### src/design/swas_pkg.sv
// Shared types, codes and elaboration helpers for the stop-and-wait ARQ sender.
package swas_pkg;

  // Operation codes carried on s_tuser
  localparam logic [1:0] OP_BYTE   = 2'd0;
  localparam logic [1:0] OP_ACK    = 2'd1;
  localparam logic [1:0] OP_TICK   = 2'd2;
  localparam logic [1:0] OP_UNUSED = 2'd3;

  // Configuration register indexes
  localparam logic [1:0] CFG_CHUNK_SIZE = 2'd0;
  localparam logic [1:0] CFG_TIMEOUT    = 2'd1;

  // What the transmit sequencer is asked to produce for one input transaction.
  typedef enum logic [1:0] {
    CMD_ONE   = 2'd0,
    CMD_FRAME = 2'd1,
    CMD_END   = 2'd2
  } cmd_kind_t;

  typedef enum logic [2:0] {
    ST_STORED     = 3'd0,
    ST_SENT       = 3'd1,
    ST_RESENT     = 3'd2,
    ST_DELIVERED  = 3'd3,
    ST_UNEXPECTED = 3'd4,
    ST_IGNORED    = 3'd5
  } status_t;

  typedef struct packed {
    cmd_kind_t   kind;
    status_t     status;
    logic [15:0] attempt;
    logic        seq;
  } swas_cmd_t;

  // Decimal digits needed for the largest value v.
  function automatic int num_digits(input int v);
    int n;
    int r;
    n = 1;
    r = v;
    while (r >= 10) begin
      r = r / 10;
      n++;
    end
    return n;
  endfunction

  function automatic int pow10(input int k);
    int p;
    case (k)
      0:       p = 1;
      1:       p = 10;
      2:       p = 100;
      3:       p = 1000;
      4:       p = 10000;
      default: p = 1;
    endcase
    return p;
  endfunction

endpackage

### src/design/swas_ram.sv
// Generic single-write, single-read RAM with registered read data.
module swas_ram #(
  parameter int WIDTH = 8,
  parameter int DEPTH = 8
) (
  input  logic                                       clk,
  input  logic                                       we,
  input  logic [((DEPTH > 1) ? $clog2(DEPTH) : 1)-1:0] waddr,
  input  logic [WIDTH-1:0]                           wdata,
  input  logic                                       re,
  input  logic [((DEPTH > 1) ? $clog2(DEPTH) : 1)-1:0] raddr,
  output logic [WIDTH-1:0]                           rdata
);

  logic [WIDTH-1:0] mem [DEPTH];

  always_ff @(posedge clk) begin
    if (we) begin
      mem[waddr] <= wdata;
    end
    if (re) begin
      rdata <= mem[raddr];
    end
  end

endmodule

### src/design/swas_dec.sv
// Iterative binary to decimal converter: one compare and subtract per cycle.
module swas_dec #(
  parameter int SUM_W = 11,
  parameter int NDIG  = 4,
  parameter int DIG_W = 2
) (
  input  logic                       clk,
  input  logic                       rst,
  input  logic                       start,
  input  logic [SUM_W-1:0]           value,
  output logic                       done,
  output logic [NDIG-1:0][3:0]       digits,
  output logic [DIG_W-1:0]           lead
);

  import swas_pkg::*;

  logic             running;
  logic [SUM_W-1:0] rem;
  logic [DIG_W-1:0] k;
  logic [3:0]       digit;
  logic             seen;
  logic [SUM_W-1:0] pow_k;
  logic             ge;
  logic             finish_last;

  assign pow_k       = SUM_W'(pow10(int'(k)));
  assign ge          = (rem >= pow_k);
  assign finish_last = !ge && (k == '0);

  always_ff @(posedge clk) begin
    if (rst) begin
      running <= 1'b0;
      done    <= 1'b0;
    end else begin
      done <= 1'b0;
      if (start) begin
        running <= 1'b1;
      end else if (running && finish_last) begin
        running <= 1'b0;
        done    <= 1'b1;
      end
    end
  end

  always_ff @(posedge clk) begin
    if (start) begin
      rem   <= value;
      k     <= DIG_W'(NDIG - 1);
      digit <= 4'd0;
      seen  <= 1'b0;
    end else if (running) begin
      if (ge) begin
        rem   <= rem - pow_k;
        digit <= digit + 4'd1;
      end else begin
        digits[k] <= digit;
        digit     <= 4'd0;
        // first non-zero position from the top sets the leading digit
        if (!seen && ((digit != 4'd0) || (k == '0))) begin
          lead <= k;
          seen <= 1'b1;
        end
        if (k != '0) begin
          k <= k - DIG_W'(1);
        end
      end
    end
  end

endmodule

### src/design/swas_tx.sv
// Transmit sequencer: walks the frame sections and feeds the output register.
module swas_tx #(
  parameter int FILL_W = 4,
  parameter int SUM_W  = 11,
  parameter int IDX_W  = 3,
  parameter int NDIG   = 4,
  parameter int DIG_W  = 2
) (
  input  logic                 clk,
  input  logic                 rst,
  input  logic                 start,
  input  swas_pkg::swas_cmd_t  cmd,
  input  logic [FILL_W-1:0]    fill,
  input  logic [SUM_W-1:0]     sum,
  output logic                 busy,
  output logic                 ram_re,
  output logic [IDX_W-1:0]     ram_raddr,
  input  logic [7:0]           ram_rdata,
  output logic                 m_tvalid,
  input  logic                 m_tready,
  output logic [23:0]          m_tdata,  // tx_byte[7:0], attempt[23:8]
  output logic [3:0]           m_tuser,  // byte_valid[0], status[3:1]
  output logic                 m_tlast   // last_of_run
);

  import swas_pkg::*;

  localparam int CNT_W = (FILL_W > 3) ? FILL_W : 3;

  localparam logic [7:0] CH_D   = 8'h44;
  localparam logic [7:0] CH_A   = 8'h41;
  localparam logic [7:0] CH_T   = 8'h54;
  localparam logic [7:0] CH_E   = 8'h45;
  localparam logic [7:0] CH_N   = 8'h4E;
  localparam logic [7:0] CH_BAR = 8'h7C;
  localparam logic [7:0] CH_NL  = 8'h0A;
  localparam logic [7:0] CH_0   = 8'h30;

  typedef enum logic [10:0] {
    T_IDLE = 11'b000_0000_0001,
    T_CONV = 11'b000_0000_0010,
    T_HEAD = 11'b000_0000_0100,
    T_SEQ  = 11'b000_0000_1000,
    T_BAR1 = 11'b000_0001_0000,
    T_PAY  = 11'b000_0010_0000,
    T_BAR2 = 11'b000_0100_0000,
    T_DIG  = 11'b000_1000_0000,
    T_NL   = 11'b001_0000_0000,
    T_END  = 11'b010_0000_0000,
    T_ONE  = 11'b100_0000_0000
  } tx_state_t;

  tx_state_t          state;
  tx_state_t          state_next;
  logic [CNT_W-1:0]   cnt;
  logic [CNT_W-1:0]   cnt_next;
  swas_cmd_t          cmd_q;
  logic [FILL_W-1:0]  fill_q;

  logic               dec_start;
  logic               dec_done;
  logic [NDIG-1:0][3:0] dec_digits;
  logic [DIG_W-1:0]   dec_lead;

  logic               emitting;
  logic               adv;
  logic               last_pay;
  logic [7:0]         byte_sel;
  logic               bvalid_sel;
  logic               last_sel;

  logic [7:0]         out_byte;
  logic               out_bv;
  status_t            out_status;
  logic [15:0]        out_attempt;
  logic               out_last;

  function automatic logic [7:0] head_byte(input logic [CNT_W-1:0] i);
    logic [7:0] b;
    case (i)
      CNT_W'(0): b = CH_D;
      CNT_W'(1): b = CH_A;
      CNT_W'(2): b = CH_T;
      CNT_W'(3): b = CH_A;
      default:   b = CH_BAR;
    endcase
    return b;
  endfunction

  function automatic logic [7:0] end_byte(input logic [CNT_W-1:0] i);
    logic [7:0] b;
    case (i)
      CNT_W'(0): b = CH_E;
      CNT_W'(1): b = CH_N;
      CNT_W'(2): b = CH_D;
      default:   b = CH_NL;
    endcase
    return b;
  endfunction

  swas_dec #(
    .SUM_W (SUM_W),
    .NDIG  (NDIG),
    .DIG_W (DIG_W)
  ) u_dec (
    .clk    (clk),
    .rst    (rst),
    .start  (dec_start),
    .value  (sum),
    .done   (dec_done),
    .digits (dec_digits),
    .lead   (dec_lead)
  );

  assign busy      = (state != T_IDLE);
  assign dec_start = start && (state == T_IDLE) && (cmd.kind == CMD_FRAME);
  assign emitting  = (state != T_IDLE) && (state != T_CONV);
  assign adv       = emitting && (!m_tvalid || m_tready);
  assign last_pay  = (cnt == CNT_W'(fill_q - FILL_W'(1)));

  always_comb begin
    state_next = state;
    cnt_next   = cnt;
    byte_sel   = 8'd0;
    bvalid_sel = 1'b1;
    last_sel   = 1'b0;
    ram_re     = 1'b0;
    ram_raddr  = '0;
    unique case (state)
      T_IDLE: begin
        bvalid_sel = 1'b0;
        if (start) begin
          cnt_next = '0;
          unique case (cmd.kind)
            CMD_FRAME: state_next = T_CONV;
            CMD_END:   state_next = T_END;
            default:   state_next = T_ONE;
          endcase
        end
      end
      T_CONV: begin
        bvalid_sel = 1'b0;
        if (dec_done) begin
          state_next = T_HEAD;
          cnt_next   = '0;
        end
      end
      T_HEAD: begin
        byte_sel = head_byte(cnt);
        if (adv) begin
          if (cnt == CNT_W'(4)) begin
            state_next = T_SEQ;
          end else begin
            cnt_next = cnt + CNT_W'(1);
          end
        end
      end
      T_SEQ: begin
        byte_sel = CH_0 + {7'd0, cmd_q.seq};
        if (adv) begin
          state_next = T_BAR1;
        end
      end
      T_BAR1: begin
        byte_sel = CH_BAR;
        // prefetch the first payload byte
        if (adv) begin
          ram_re     = 1'b1;
          ram_raddr  = '0;
          state_next = T_PAY;
          cnt_next   = '0;
        end
      end
      T_PAY: begin
        byte_sel = ram_rdata;
        if (adv) begin
          if (last_pay) begin
            state_next = T_BAR2;
          end else begin
            ram_re    = 1'b1;
            ram_raddr = IDX_W'(cnt + CNT_W'(1));
            cnt_next  = cnt + CNT_W'(1);
          end
        end
      end
      T_BAR2: begin
        byte_sel = CH_BAR;
        if (adv) begin
          state_next = T_DIG;
          cnt_next   = CNT_W'(dec_lead);
        end
      end
      T_DIG: begin
        byte_sel = CH_0 + {4'd0, dec_digits[cnt[DIG_W-1:0]]};
        if (adv) begin
          if (cnt == '0) begin
            state_next = T_NL;
          end else begin
            cnt_next = cnt - CNT_W'(1);
          end
        end
      end
      T_NL: begin
        byte_sel = CH_NL;
        last_sel = 1'b1;
        if (adv) begin
          state_next = T_IDLE;
        end
      end
      T_END: begin
        byte_sel = end_byte(cnt);
        last_sel = (cnt == CNT_W'(3));
        if (adv) begin
          if (cnt == CNT_W'(3)) begin
            state_next = T_IDLE;
          end else begin
            cnt_next = cnt + CNT_W'(1);
          end
        end
      end
      T_ONE: begin
        bvalid_sel = 1'b0;
        last_sel   = 1'b1;
        if (adv) begin
          state_next = T_IDLE;
        end
      end
      default: begin
        state_next = T_IDLE;
      end
    endcase
  end

  always_ff @(posedge clk) begin
    if (rst) begin
      state    <= T_IDLE;
      m_tvalid <= 1'b0;
    end else begin
      state <= state_next;
      if (adv) begin
        m_tvalid <= 1'b1;
      end else if (m_tready) begin
        m_tvalid <= 1'b0;
      end
    end
  end

  always_ff @(posedge clk) begin
    cnt <= cnt_next;
    if ((state == T_IDLE) && start) begin
      cmd_q  <= cmd;
      fill_q <= fill;
    end
    if (adv) begin
      out_byte    <= bvalid_sel ? byte_sel : 8'd0;
      out_bv      <= bvalid_sel;
      out_status  <= cmd_q.status;
      out_attempt <= cmd_q.attempt;
      out_last    <= last_sel;
    end
  end

  assign m_tdata = {out_attempt, out_byte};
  assign m_tuser = {out_status, out_bv};
  assign m_tlast = out_last;

endmodule

### src/design/stop_and_wait_arq_sender_top.sv
// Stop-and-wait ARQ sender: protocol state, chunk store and transmit sequencer.
// An item that gives one result: s_tready drops until the result is loaded into the
//   output register, so the next item is not taken until that result is registered.
// A frame: the byte sum is converted to decimal first on the iterative compare/subtract unit,
//   then 9 + fill + digits bytes leave one per cycle while the output is not stalled; END is 4.
// Output stalls hold s_tready low. Reset (rst high) clears control state, not the store.
module stop_and_wait_arq_sender_top #(
  parameter int CHUNK_BYTES = 8
) (
  input  logic        clk,
  input  logic        rst,
  // configuration write channel
  input  logic        cfg_valid,
  output logic        cfg_ready,
  input  logic [1:0]  cfg_index,
  input  logic [15:0] cfg_data,
  // input stream
  input  logic        s_tvalid,
  output logic        s_tready,
  input  logic [15:0] s_tdata,   // payload_byte[7:0], ack_seq[15:8]
  input  logic [1:0]  s_tuser,   // operation[1:0]
  input  logic        s_tlast,   // end_of_message
  // result stream
  output logic        m_tvalid,
  input  logic        m_tready,
  output logic [23:0] m_tdata,   // tx_byte[7:0], attempt[23:8]
  output logic [3:0]  m_tuser,   // byte_valid[0], status[3:1]
  output logic        m_tlast    // last_of_run
);

  import swas_pkg::*;

  localparam int FILL_W = $clog2(CHUNK_BYTES + 1);
  localparam int SUM_W  = $clog2(CHUNK_BYTES * 255 + 1);
  localparam int IDX_W  = (CHUNK_BYTES > 1) ? $clog2(CHUNK_BYTES) : 1;
  localparam int NDIG   = num_digits(CHUNK_BYTES * 255);
  localparam int DIG_W  = (NDIG > 1) ? $clog2(NDIG) : 1;
  localparam int LIM_W  = (FILL_W > 4) ? FILL_W : 4;

  // configuration
  logic [3:0]        chunk_size;
  logic [15:0]       timeout_ticks;

  // protocol state
  logic [FILL_W-1:0] fill_count,    fill_count_next;
  logic              seq_bit,       seq_bit_next;
  logic              awaiting_ack,  awaiting_ack_next;
  logic              final_chunk,   final_chunk_next;
  logic [SUM_W-1:0]  byte_sum,      byte_sum_next;
  logic [15:0]       tick_count,    tick_count_next;
  logic [15:0]       attempt_count, attempt_count_next;

  logic              accept;
  logic              tx_busy;
  logic              store_we;
  swas_cmd_t         cmd;

  logic [7:0]        payload_byte;
  logic [7:0]        ack_seq;
  logic [1:0]        operation;
  logic              end_of_message;

  logic [LIM_W-1:0]  chunk_limit;
  logic [15:0]       tick_limit;
  logic [15:0]       tick_inc;
  logic [15:0]       attempt_inc;

  logic              ram_re;
  logic [IDX_W-1:0]  ram_raddr;
  logic [7:0]        ram_rdata;

  assign payload_byte   = s_tdata[7:0];
  assign ack_seq        = s_tdata[15:8];
  assign operation      = s_tuser;
  assign end_of_message = s_tlast;

  // one input transaction at a time: taken only while the sequencer is free
  assign s_tready  = !tx_busy;
  assign accept    = s_tvalid && s_tready;
  assign cfg_ready = 1'b1;

  // chunk size clamped to 1..CHUNK_BYTES, timeout of zero acts as one
  always_comb begin
    if (chunk_size == 4'd0) begin
      chunk_limit = LIM_W'(1);
    end else if (LIM_W'(chunk_size) > LIM_W'(CHUNK_BYTES)) begin
      chunk_limit = LIM_W'(CHUNK_BYTES);
    end else begin
      chunk_limit = LIM_W'(chunk_size);
    end
  end

  assign tick_limit  = (timeout_ticks == 16'd0) ? 16'd1 : timeout_ticks;
  assign tick_inc    = (tick_count == 16'hFFFF) ? tick_count : tick_count + 16'd1;
  assign attempt_inc = (attempt_count == 16'hFFFF) ? attempt_count : attempt_count + 16'd1;

  // next protocol state and the command for the transmit side
  always_comb begin
    fill_count_next    = fill_count;
    seq_bit_next       = seq_bit;
    awaiting_ack_next  = awaiting_ack;
    final_chunk_next   = final_chunk;
    byte_sum_next      = byte_sum;
    tick_count_next    = tick_count;
    attempt_count_next = attempt_count;
    store_we           = 1'b0;
    cmd.kind           = CMD_ONE;
    cmd.status         = ST_IGNORED;
    cmd.attempt        = attempt_count;
    cmd.seq            = seq_bit;
    unique case (operation)
      OP_BYTE: begin
        if (!awaiting_ack) begin
          if (fill_count < FILL_W'(CHUNK_BYTES)) begin
            store_we        = 1'b1;
            fill_count_next = fill_count + FILL_W'(1);
            byte_sum_next   = byte_sum + SUM_W'(payload_byte);
          end
          // chunk closes when full or at end of message
          if ((LIM_W'(fill_count_next) >= chunk_limit) || end_of_message) begin
            awaiting_ack_next  = 1'b1;
            final_chunk_next   = end_of_message;
            tick_count_next    = 16'd0;
            attempt_count_next = 16'd1;
            cmd.kind           = CMD_FRAME;
            cmd.status         = ST_SENT;
            cmd.attempt        = 16'd1;
          end else begin
            cmd.status = ST_STORED;
          end
        end
      end
      OP_ACK: begin
        cmd.status = ST_UNEXPECTED;
        if (awaiting_ack) begin
          tick_count_next = 16'd0;
          if (ack_seq == {7'd0, seq_bit}) begin
            awaiting_ack_next  = 1'b0;
            fill_count_next    = '0;
            byte_sum_next      = '0;
            final_chunk_next   = 1'b0;
            attempt_count_next = 16'd0;
            cmd.status         = ST_DELIVERED;
            if (final_chunk) begin
              cmd.kind     = CMD_END;
              seq_bit_next = 1'b0;
            end else begin
              seq_bit_next = !seq_bit;
            end
          end
        end
      end
      OP_TICK: begin
        cmd.status = ST_STORED;
        if (awaiting_ack) begin
          if (tick_inc >= tick_limit) begin
            // timeout: resend the frame
            tick_count_next    = 16'd0;
            attempt_count_next = attempt_inc;
            cmd.kind           = CMD_FRAME;
            cmd.status         = ST_RESENT;
            cmd.attempt        = attempt_inc;
          end else begin
            tick_count_next = tick_inc;
          end
        end
      end
      default: begin
        cmd.status = ST_IGNORED;
      end
    endcase
  end

  always_ff @(posedge clk) begin
    if (rst) begin
      chunk_size    <= 4'd8;
      timeout_ticks <= 16'd3000;
      fill_count    <= '0;
      seq_bit       <= 1'b0;
      awaiting_ack  <= 1'b0;
      final_chunk   <= 1'b0;
      byte_sum      <= '0;
      tick_count    <= 16'd0;
      attempt_count <= 16'd0;
    end else begin
      if (cfg_valid && cfg_ready) begin
        unique case (cfg_index)
          CFG_CHUNK_SIZE: chunk_size    <= cfg_data[3:0];
          CFG_TIMEOUT:    timeout_ticks <= cfg_data;
          default: ;
        endcase
      end
      if (accept) begin
        fill_count    <= fill_count_next;
        seq_bit       <= seq_bit_next;
        awaiting_ack  <= awaiting_ack_next;
        final_chunk   <= final_chunk_next;
        byte_sum      <= byte_sum_next;
        tick_count    <= tick_count_next;
        attempt_count <= attempt_count_next;
      end
    end
  end

  // chunk store, written at the fill position, read by the sequencer
  swas_ram #(
    .WIDTH (8),
    .DEPTH (CHUNK_BYTES)
  ) u_store (
    .clk   (clk),
    .we    (accept && store_we),
    .waddr (IDX_W'(fill_count)),
    .wdata (payload_byte),
    .re    (ram_re),
    .raddr (ram_raddr),
    .rdata (ram_rdata)
  );

  // frame, END and single-result sequencer with the output register
  swas_tx #(
    .FILL_W (FILL_W),
    .SUM_W  (SUM_W),
    .IDX_W  (IDX_W),
    .NDIG   (NDIG),
    .DIG_W  (DIG_W)
  ) u_tx (
    .clk       (clk),
    .rst       (rst),
    .start     (accept),
    .cmd       (cmd),
    .fill      (fill_count_next),
    .sum       (byte_sum_next),
    .busy      (tx_busy),
    .ram_re    (ram_re),
    .ram_raddr (ram_raddr),
    .ram_rdata (ram_rdata),
    .m_tvalid  (m_tvalid),
    .m_tready  (m_tready),
    .m_tdata   (m_tdata),
    .m_tuser   (m_tuser),
    .m_tlast   (m_tlast)
  );

`ifndef SYNTH
  // an accepted transaction must occupy the sequencer
  a_accept_blocks: assert property (@(posedge clk) disable iff (rst)
    accept |=> !s_tready)
    else $error("input accepted while sequencer still free");

  // the tick count only runs while a frame waits
  a_tick_idle: assert property (@(posedge clk) disable iff (rst)
    !awaiting_ack |-> (tick_count == 16'd0))
    else $error("tick count running with no frame outstanding");

  // an outstanding frame always has at least one attempt, none otherwise
  a_attempt_wait: assert property (@(posedge clk) disable iff (rst)
    awaiting_ack == (attempt_count != 16'd0))
    else $error("attempt count inconsistent with ack wait");

  // an open chunk never reaches the store depth
  a_fill_open: assert property (@(posedge clk) disable iff (rst)
    !awaiting_ack |-> (fill_count < FILL_W'(CHUNK_BYTES)))
    else $error("open chunk overfilled");
`endif

endmodule

### config.mk
export PLATFORM = sky130hd
export DESIGN_NAME = stop_and_wait_arq_sender_top
export DESIGN_NICKNAME = d
export VERILOG_FILES = /design/src/design/swas_pkg.sv /design/src/design/swas_ram.sv /design/src/design/swas_dec.sv /design/src/design/swas_tx.sv /design/src/design/stop_and_wait_arq_sender_top.sv
export SDC_FILE = /design/constraint.sdc
export NUM_CORES = 1
export LEC_CHECK = 0
export ABC_AREA = 1
export BUFFER_PORTS_ARGS = -buffer_cell sky130_fd_sc_hd__buf_2
export CAP_MARGIN = 20
export CORE_MARGIN = 10
export CORE_UTILIZATION = 42
export CTS_BUF_LIST = sky130_fd_sc_hd__clkbuf_4 sky130_fd_sc_hd__clkbuf_8 sky130_fd_sc_hd__clkbuf_16
export DETAILED_ROUTE_END_ITERATION = 8
export GPL_TIMING_DRIVEN = 0
export SLEW_MARGIN = 20
export SYNTH_ARGS = -nofsm -noshare
export SYNTH_HDL_FRONTEND = slang
export SYNTH_HIERARCHICAL = 1
export SYNTH_SLANG_ARGS = --single-unit
### constraint.sdc
create_clock -name clk -period 4.6 [get_ports clk]
set_input_delay 0 -clock clk [delete_from_list [all_inputs] [get_ports clk]]
set_output_delay 0 -clock clk [all_outputs]
set_load 0.01 [all_outputs]
==> metrics.txt <==
# TYPE chip_impl_metric gauge
chip_impl_metric{name="ant_nets",unit=""} 0
chip_impl_metric{name="initial_core_util",unit="%"} 42.48
chip_impl_metric{name="critPathRequiredTime",unit="ps"} 4870
chip_impl_info{name="hp-class",value="input pin to flop"} 1
chip_impl_metric{name="design.die.area",unit="mm2"} 0.04282
chip_impl_metric{name="core_region_area",unit="mm2"} 0.03454
chip_impl_metric{name="antenna-diode-count",unit=""} 0
chip_impl_metric{name="track_usage",unit="%"} 17.81
chip_impl_metric{name="clock_skew",unit="ps"} 22.59
chip_impl_metric{name="first_global_vias",unit=""} 12340
chip_impl_metric{name="synth_cell_types",unit=""} 62
chip_impl_metric{name="cp.buffers_inverters",unit=""} 7
chip_impl_info{name="root_buffer",value="clkbuf_16"} 1
chip_impl_metric{name="power.density",unit="mW/mm2"} 484.0
chip_impl_metric{name="multi_input_area",unit="mm2"} 0.006668
chip_impl_metric{name="tightest_slew",unit="ps"} 855.9
chip_impl_info{name="final_cell_mix",value="501 x nand2_1, 270 x inv_1, 162 x nor2_1"} 1
chip_impl_metric{name="p_leak",unit="nW"} 8.015
chip_impl_metric{name="setup_slack",unit="ps"} 296.9
chip_impl_metric{name="fin_tns_setup",unit="ps"} 0
chip_impl_metric{name="drcViolationCount",unit=""} 0
chip_impl_metric{name="netlist_area_pre_place",unit="mm2"} 0.01468
chip_impl_metric{name="fp.dieW",unit="um"} 206.9
chip_impl_metric{name="drtIter0Drc",unit=""} 795
chip_impl_metric{name="detailroute.via_count",unit=""} 12530
chip_impl_metric{name="dpl.hpwl",unit="um"} 28130
chip_impl_metric{name="layout-area-overhead-vs-synth",unit="%"} 16.80
chip_impl_metric{name="initial_antenna_violation_count",unit=""} 0
chip_impl_metric{name="final_core_utilization",unit="%"} 49.62
chip_impl_metric{name="sequential_cell_area",unit="mm2"} 0.006569
chip_impl_info{name="critPathLaunchType",value="flop"} 1
chip_impl_metric{name="async_reset_ff_share",unit="%"} 0
chip_impl_metric{name="syn_avg_cell_area",unit="um2"} 7.819
chip_impl_info{name="synth-main-ff-cell",value="edfxtp_1"} 1
chip_impl_metric{name="worst_slew_margin_rel",unit="%"} 42.50
chip_impl_metric{name="clkLatencyLatePin",unit="ps"} 580
chip_impl_metric{name="power",unit="mW"} 8.297
chip_impl_info{name="layout.cells.most_common",value="nand2_1"} 1
chip_impl_metric{name="routed_wl",unit="um"} 37890
chip_impl_info{name="clock_tree_from_tritoncts",value="yes"} 1
chip_impl_metric{name="io_pins",unit=""} 74
chip_impl_metric{name="slowest_delay",unit="ps"} 380
chip_impl_metric{name="placement.setup.worst_slack",unit="ps"} -612.4
chip_impl_metric{name="drtPass1Iterations",unit=""} 5
chip_impl_info{name="run_status",value="finished, final reports clean"} 1
chip_impl_metric{name="cts_sinks",unit=""} 249
chip_impl_metric{name="final.period_utilization",unit="%"} 93.55
chip_impl_metric{name="minimum_clock_period_after_layout",unit="ps"} 4303
chip_impl_metric{name="layout-drive-gt1-share",unit="%"} 14.34
chip_impl_metric{name="final.hold.worst_slack",unit="ps"} 90.82
chip_impl_metric{name="globalplace.congestion",unit=""} 0.9435
chip_impl_metric{name="std_cell_rows",unit=""} 68
chip_impl_metric{name="timing.final.setup_violations",unit=""} 0
chip_impl_metric{name="syn_inst",unit=""} 1877
chip_impl_metric{name="synth_nets",unit=""} 1981
chip_impl_metric{name="final_hold_viol_count",unit=""} 0
chip_impl_metric{name="timing.critical_path.arrival",unit="ps"} 4580
chip_impl_metric{name="design.final.nets",unit=""} 2131
chip_impl_metric{name="clock_tree.buffer_depth",unit=""} 3
chip_impl_metric{name="routed_via_density",unit=""} 5.002
chip_impl_info{name="worst_path_dominant_cell_family",value="simple AND/OR/NAND/NOR gates"} 1
chip_impl_metric{name="layout.filler_cells",unit=""} 3380
chip_impl_info{name="crit_type",value="flop to flop"} 1
chip_impl_metric{name="synth-warning-count",unit=""} 6
chip_impl_info{name="worstSetupEndpointType",value="flop"} 1
chip_impl_metric{name="crit_path_max_fanout",unit=""} 10
chip_impl_metric{name="route.detailed.wl_per_inst",unit="um"} 15.13
chip_impl_metric{name="total_cts_buffers",unit=""} 29
chip_impl_metric{name="chipHeight",unit="um"} 206.9
chip_impl_metric{name="grt-ovfl-total",unit=""} 0
chip_impl_metric{name="placement.io_buffers",unit=""} 72
chip_impl_info{name="critPathSlowestCell",value="dfxtp_2"} 1
chip_impl_metric{name="synth-edff-count",unit=""} 158
chip_impl_metric{name="clock.fmax",unit="MHz"} 232.4
chip_impl_metric{name="ys_seq_elements",unit=""} 249
chip_impl_metric{name="yosysSeqAreaShare",unit="%"} 44.74
chip_impl_metric{name="timing.max_cap.violations",unit=""} 0
chip_impl_metric{name="report.final.slew_viol_count",unit=""} 0
chip_impl_metric{name="cts.htree.levels",unit=""} 1
chip_impl_metric{name="grt_max_degree",unit=""} 26
chip_impl_metric{name="path_clk_slew",unit="ps"} 60
chip_impl_metric{name="vdd_ir_drop_max",unit="V"} 0.0003130
chip_impl_metric{name="grt_first_pass_wirelength",unit="um"} 62470
-- path summary, 6_finish.rpt --
check                                  start                             to  slack (ps)  cells after the start
hold / removal                   s_tdata[14]       u_tx/cmd_q[18]$_DFFE_PP_          90                      4
setup / recovery  tick_count[0]$_SDFFE_PP0P_    u_tx/u_dec/rem[8]$_DFFE_PP_         300                     26
setup reg to reg  tick_count[0]$_SDFFE_PP0P_    u_tx/u_dec/rem[8]$_DFFE_PP_         300                     26
hold reg to reg     u_tx/cmd_q[10]$_DFFE_PP_  u_tx/out_attempt[9]$_DFFE_PP_         410                      0
-- through the flow --
step | instance area [um2] | instances
finish | 17140 | 2505
floorplan | 14680 | 1877
detailed placement | 15660 | 2406
global placement | 15610 | 2404
global route | 17140 | 2505
CTS | 17090 | 2504
-- final cells by class --
type	instances	area share, %
inverter	299	6.642
sequential	249	38.32
buffer	57	2.241
clock inverter	10	0.5401
multi-input combinational	1272	38.90
timing repair inverter	1	0.04380
timing repair buffer	118	4.920
tap	455	3.321
clock buffer	44	5.073
-- registers in the layout, summed over array words and instances (netlist names), 8 cells and up --
signal and cells:
u_tx/u_dec/digits 16, u_tx/u_dec/rem 11, tick_count 16, attempt_count 16, byte_sum 11, u_store/mem 64
u_tx/cmd_q 20, u_tx/state 11, u_store/rdata 8, u_tx/out_byte 8, timeout_ticks 16, u_tx/out_attempt 16
-- cell families (layout without fill, tap and decap cells) --
kind of cell	Yosys count	in the layout	share of synthesized area [%]
AOI/OAI and AO/OA	230	230	8.901
and+or+nand+nor	957	957	29.39
DFF	249	249	44.74
buffers and inverters	356	529	10.24
xor gates and xnor gates	22	22	1.313
adders and majority gates	62	62	5.388
other	1	1	0.02555
-- worst register-to-register path, delay by kind of cell (launching register included) --
kind	cells	cell delay [ps]
adders and majority gates	3	650
AOI/OAI and AO/OA	4	420
buffers and inverters	7	1070
DFF	1	380
and+or+nand+nor	12	1510
-- per-layer routing --
metal / routed length (um) / vias to the layer above / GRT usage (%) / part of all wire (%)
met5: 0 / - / 0 / 0
met4: 991 / 0 / 5.537 / 2.6
met3: 1760 / 69 / 2.793 / 4.6
met2: 17830 / 283 / 30.27 / 47
met1: 17310 / 5797 / 22.80 / 46
li1: - / 6380 / - / -
-- timing repair --
| action | in CTS | in global routing |
|---|---|---|
| pin swaps | 1 | 3 |
| setup buffers | 1 | 1 |
| gates cloned | 1 | 0 |
| endpoints found under the hold margin | 97 | 0 |
| setup endpoints to repair | 48 | 48 |
| hold buffers | 42 | 0 |
| gates resized for setup | 10 | 18 |
-- synthesized netlist by cell type, types with 11 or more instances --
cell | n | area, um2
nand2_1 | 501 | 1881
inv_1 | 272 | 1021
nor2_1 | 169 | 634.4
edfxtp_1 | 158 | 4745
nand3_1 | 152 | 760.7
dfxtp_1 | 91 | 1822
a21oi_1 | 90 | 450.4
o21ai_0 | 88 | 440.4
ha_1 | 60 | 750.7
nor3_1 | 21 | 105.1
nand2_2 | 20 | 125.1
nand4_1 | 20 | 125.1
inv_2 | 18 | 67.56
nor2_2 | 18 | 112.6
xor2_1 | 17 | 148.9
buf_2 | 16 | 80.08
clkbuf_1 | 15 | 56.30
buf_4 | 14 | 105.1
o211ai_1 | 12 | 90.09
nor2_4 | 11 | 123.9
-- where the power goes --
group | switching [mW] | internal [mW] | total, mW
registers | 0.237 | 2.84 | 3.08
clock network | 0.919 | 1.36 | 2.28
logic | 1.92 | 1.02 | 2.94
total | 3.07 | 5.22 | 8.30
Power figures use the tool's default switching activity.
